$ cat config.mk
export PLATFORM = sky130hd
export DESIGN_NAME = bitrd_obuf
export DESIGN_NICKNAME = d
export VERILOG_FILES = /design/src/bitrd_pkg.sv /design/src/bitrd_obuf.sv
export SDC_FILE = /design/constraint.sdc
export NUM_CORES = 1
export LEC_CHECK = 0
export BUFFER_PORTS_ARGS = -buffer_cell sky130_fd_sc_hd__buf_4
export CORE_MARGIN = 1.5
export CORE_UTILIZATION = 35
export DETAILED_ROUTE_END_ITERATION = 7
export GPL_ROUTABILITY_DRIVEN = 0
export GPL_TIMING_DRIVEN = 0
export PLACE_DENSITY = 0.62
export RECOVER_POWER = 25
export SLEW_MARGIN = 25
export SYNTH_ARGS = -nofsm -noshare
export SYNTH_HDL_FRONTEND = slang
export SYNTH_SLANG_ARGS = --single-unit
$ cat constraint.sdc
create_clock -name clk -period 3 [get_ports clk]
set_input_delay 0.6 -clock clk [delete_from_list [all_inputs] [get_ports clk]]
set_output_delay 0.6 -clock clk [all_outputs]
set_load 0.01 [all_outputs]
$ cat src/bitrd_pkg.sv
// ----------------------------------------------------------------------------
// bitrd_pkg
// Shared types and constants for the word stream bit reader.
// ----------------------------------------------------------------------------
package bitrd_pkg;

	localparam int WORD_BITS     = 32;
	localparam int BYTE_BITS     = 8;
	localparam int DEF_MAX_WORDS = 256;
	localparam int CNT_W         = 9;
	localparam int ADDR_W        = 8;
	localparam int BITCNT_W      = 6;
	localparam int POS_W         = 5;

	localparam logic [CNT_W-1:0] CNT_RESET = 9'd256;

	typedef enum logic [1:0] {
		OP_WRITE  = 2'd0,
		OP_READ   = 2'd1,
		OP_ALIGN  = 2'd2,
		OP_REWIND = 2'd3
	} opcode_t;

	typedef struct packed {
		opcode_t               opcode;
		logic [ADDR_W-1:0]     word_address;
		logic [WORD_BITS-1:0]  word_value;
		logic [BITCNT_W-1:0]   bit_count;
	} item_t;

	// field_value in the lowest bits
	typedef struct packed {
		logic                  padding_nonzero;
		logic                  overflow;
		logic [WORD_BITS-1:0]  field_value;
	} result_t;

endpackage

$ cat src/bitrd_obuf.sv
// ----------------------------------------------------------------------------
// bitrd_obuf
// Two-entry output buffer: result register plus skid register, so the
// upstream ready comes straight from a flop.
// ----------------------------------------------------------------------------
module bitrd_obuf (
	input  logic               clk,
	input  logic               arst_n,
	input  logic               push,
	input  bitrd_pkg::result_t push_data,
	output logic               push_ready,
	output logic               out_valid,
	output bitrd_pkg::result_t out_data,
	input  logic               out_ready
);
	import bitrd_pkg::*;

	logic    out_valid_q;
	logic    skid_valid_q;
	result_t out_data_q;
	result_t skid_data_q;

	assign push_ready = !skid_valid_q;
	assign out_valid  = out_valid_q;
	assign out_data   = out_data_q;

	always_ff @(posedge clk or negedge arst_n) begin
		if (!arst_n) begin
			out_valid_q  <= 1'b0;
			skid_valid_q <= 1'b0;
		end else if (!out_valid_q || out_ready) begin
			if (skid_valid_q) begin
				out_valid_q  <= 1'b1;
				skid_valid_q <= 1'b0;
			end else begin
				out_valid_q <= push;
			end
		end else if (push) begin
			skid_valid_q <= 1'b1;
		end
	end

	always_ff @(posedge clk) begin
		if (!out_valid_q || out_ready) begin
			out_data_q <= skid_valid_q ? skid_data_q : push_data;
		end else if (push) begin
			skid_data_q <= push_data;
		end
	end

	a_skid_behind_out: assert property (@(posedge clk) disable iff (!arst_n)
		skid_valid_q |-> out_valid_q)
		else $error("skid entry held with empty result register");

endmodule

==> impl_metrics.ini <==
[outcome]
status = complete, no violations

[sta]
max_slew_margin_pct = 44.68
tightest_slew_ns = 0.8298
hold_viol_final = 0
worst_clock_skew_ns = 0.004958
fin_setup_tns_ns = 0
fin_crit_ns = 2.237
setup_ws_ns = 0.7626
finalMaxSlewViolations = 0
holdWs_ns = 0.03010
max_freq_mhz = 446.9
min_period_over_period_pct = 74.58
finalSetupViolCount = 0
rsz0062_at_grt = false

[setup_path]
cp-start-kind = flip-flop
r2r_start = out_valid
r2r_end = skid_data_q[32]
worstPathRequired_ns = 2.40
cp_max_fo = 10
cp_slowest_stage_delay_ns = 0.56
path_class = flip-flop to primary output
reg2reg_depth = 4
arrival_ns = 1.64
crit_path_end_kind = primary output
worstPathCellList = clkbuf_1 -> buf_12 -> inv_1 -> buf_4
ff2ff_setup_slack_ns = 0.89
crit_path_top_delay_cell = clkbuf_1

[detailed_routing]
first_pass_iters = 4
avgViaCountPerCell = 4.216
drt-initial-drc-count = 38
drt_wl_total_um = 4303
vias = 1286
wl_per_cell_um = 14.11
drc = 0
drtAntennaViolNets = 0

[grt]
grt_max_degree = 24
busiest_layer = met2
grt_overflow = 0
antenna_found_initial = 0
grtUsageMet3_pct = 2.946
grt_use_met2_pct = 17.23
use_met1_pct = 14.17
grt_pass1_wl_um = 6886
grt_pass1_vias = 1322
gr-usage-all-layers_pct = 11.38

[finish]
final_util_pct = 48.85
diodes = 0
fin_nets = 239
drive_gt1_share_pct = 53.88
final_common_cell = edfxtp_1
most-common-layout-cells = 68 x edfxtp_1, 38 x buf_4, 28 x mux2_4
syn_to_final_growth_pct = 33.61

[logic_synthesis]
netlist_instances = 115
synth_warnings = 0
syn_avg_cell_area_um2 = 23.30
synth.distinct_cells = 10
syn_nets = 153
syn_area_mm2 = 0.002680
synth_seq_cells = 70
ys_seq_area_share_pct = 78.06

[cts]
root_buffer = clkbuf_8
ctsHtreeMaxLevel = 3
cts_tree = done
cts.clk_slew.worst_paths_ns = 0.07
cts_repair_resize_count = 0
cts_inserted_buffers = 9
clk_latency_ns = 0.34
cts.sinks = 70
cts_hold_buf = 0
post-cts-setup-buffers = 0
cts.path.max_buffers = 2

[place]
dp_slack_ns = 0.6585
dp.final_hpwl_um = 3011
io_buffers = 73

[min_path]
hold_class = input port to async pin

[floorplan]
die-area_mm2 = 0.008191
dieWidth_um = 90.51
die_y_um = 90.51
start_util_pct = 36.56
ios = 74
core_mm2 = 0.007331
rows = 31

[power_and_ir_drop]
p_per_area_mw_per_mm2 = 651.9
max-vdd-ir-drop_mv = 0.2356
power.leakage_nw = 1.378
power_mw = 2.334

[job]
maxCapViolCount = 0
==> power breakdown <==
group / internal [mW] / total (mW) / switching, mW / leakage, nW
Sequential: 1.16 / 1.17 / 0.0176 / 0.678
Clock: 0.551 / 0.894 / 0.344 / 0.112
Combinational: 0.155 / 0.266 / 0.112 / 0.587
Total: 1.86 / 2.33 / 0.473 / 1.38
==> synthesized netlist by cell type, drive strengths merged <==
cell	instances	area share, %
edfxtp	68	76
nand2	1	0.14
mux2	34	18
nor2	3	0.42
nand2b	1	0.23
inv	2	0.28
dfrtp	2	1.9
buf	4	2.7
==> cell families after synthesis <==
kind of cell	synth area share (%)
multiplexers	18.21
AND/OR/NAND/NOR	0.7936
buffers and inverters	2.941
flip-flops	78.06
==> per-layer routing <==
metal  routed length, µm  up-vias
li1                    -      621
met2                2040       48
met4                 121        0
met5                   0        -
met3                 227        9
met1                1912      608
==> critical path: cells and delay by family, from the launching register on <==
| family | cells | cell delay [ns] |
|---|---|---|
| buffers and inverters | 4 | 0.97 |
| DFF | 1 | 0.32 |
==> cell type report <==
| type | count | area, µm² |
|---|---|---|
| inverter | 2 | 7.507 |
| clock inverter | 6 | 110.1 |
| fill | 643 | 3750 |
| tap | 99 | 123.9 |
| multi-input combinational | 39 | 516.7 |
| timing repair buffer | 75 | 539.3 |
| clock buffer | 10 | 127.6 |
| sequential | 70 | 2092 |
| buffer | 4 | 63.81 |
==> how the worst max path moves through the flow <==
stage | from | end | slack [ns] | cells after the start
6_report | skid_valid_q | push_ready | 0.76 | 4
5_1_grt | skid_valid_q | push_ready | 0.65 | 4
3_3_place_gp | out_ready | skid_data_q[33] | -1.00 | 3
4_1_cts | out_ready | skid_data_q[32] | 1.03 | 5
2_1_floorplan | out_ready | skid_data_q[0] | 0.08 | 2
3_5_place_dp | out_ready | skid_data_q[1] | 0.66 | 5
==> flip-flops by register name, indices dropped and copies added (netlist names) <==
register      cells
out_valid         1
skid_data_q      34
skid_valid_q      1
out_data         34
==> per-stage QoR <==
stage | area, µm² | instances
global route | 3581 | 305
global placement | 3354 | 287
detailed placement | 3417 | 289
floorplan | 2683 | 115
CTS | 3655 | 305
finish | 3581 | 305
Power figures use the tool's default switching activity.
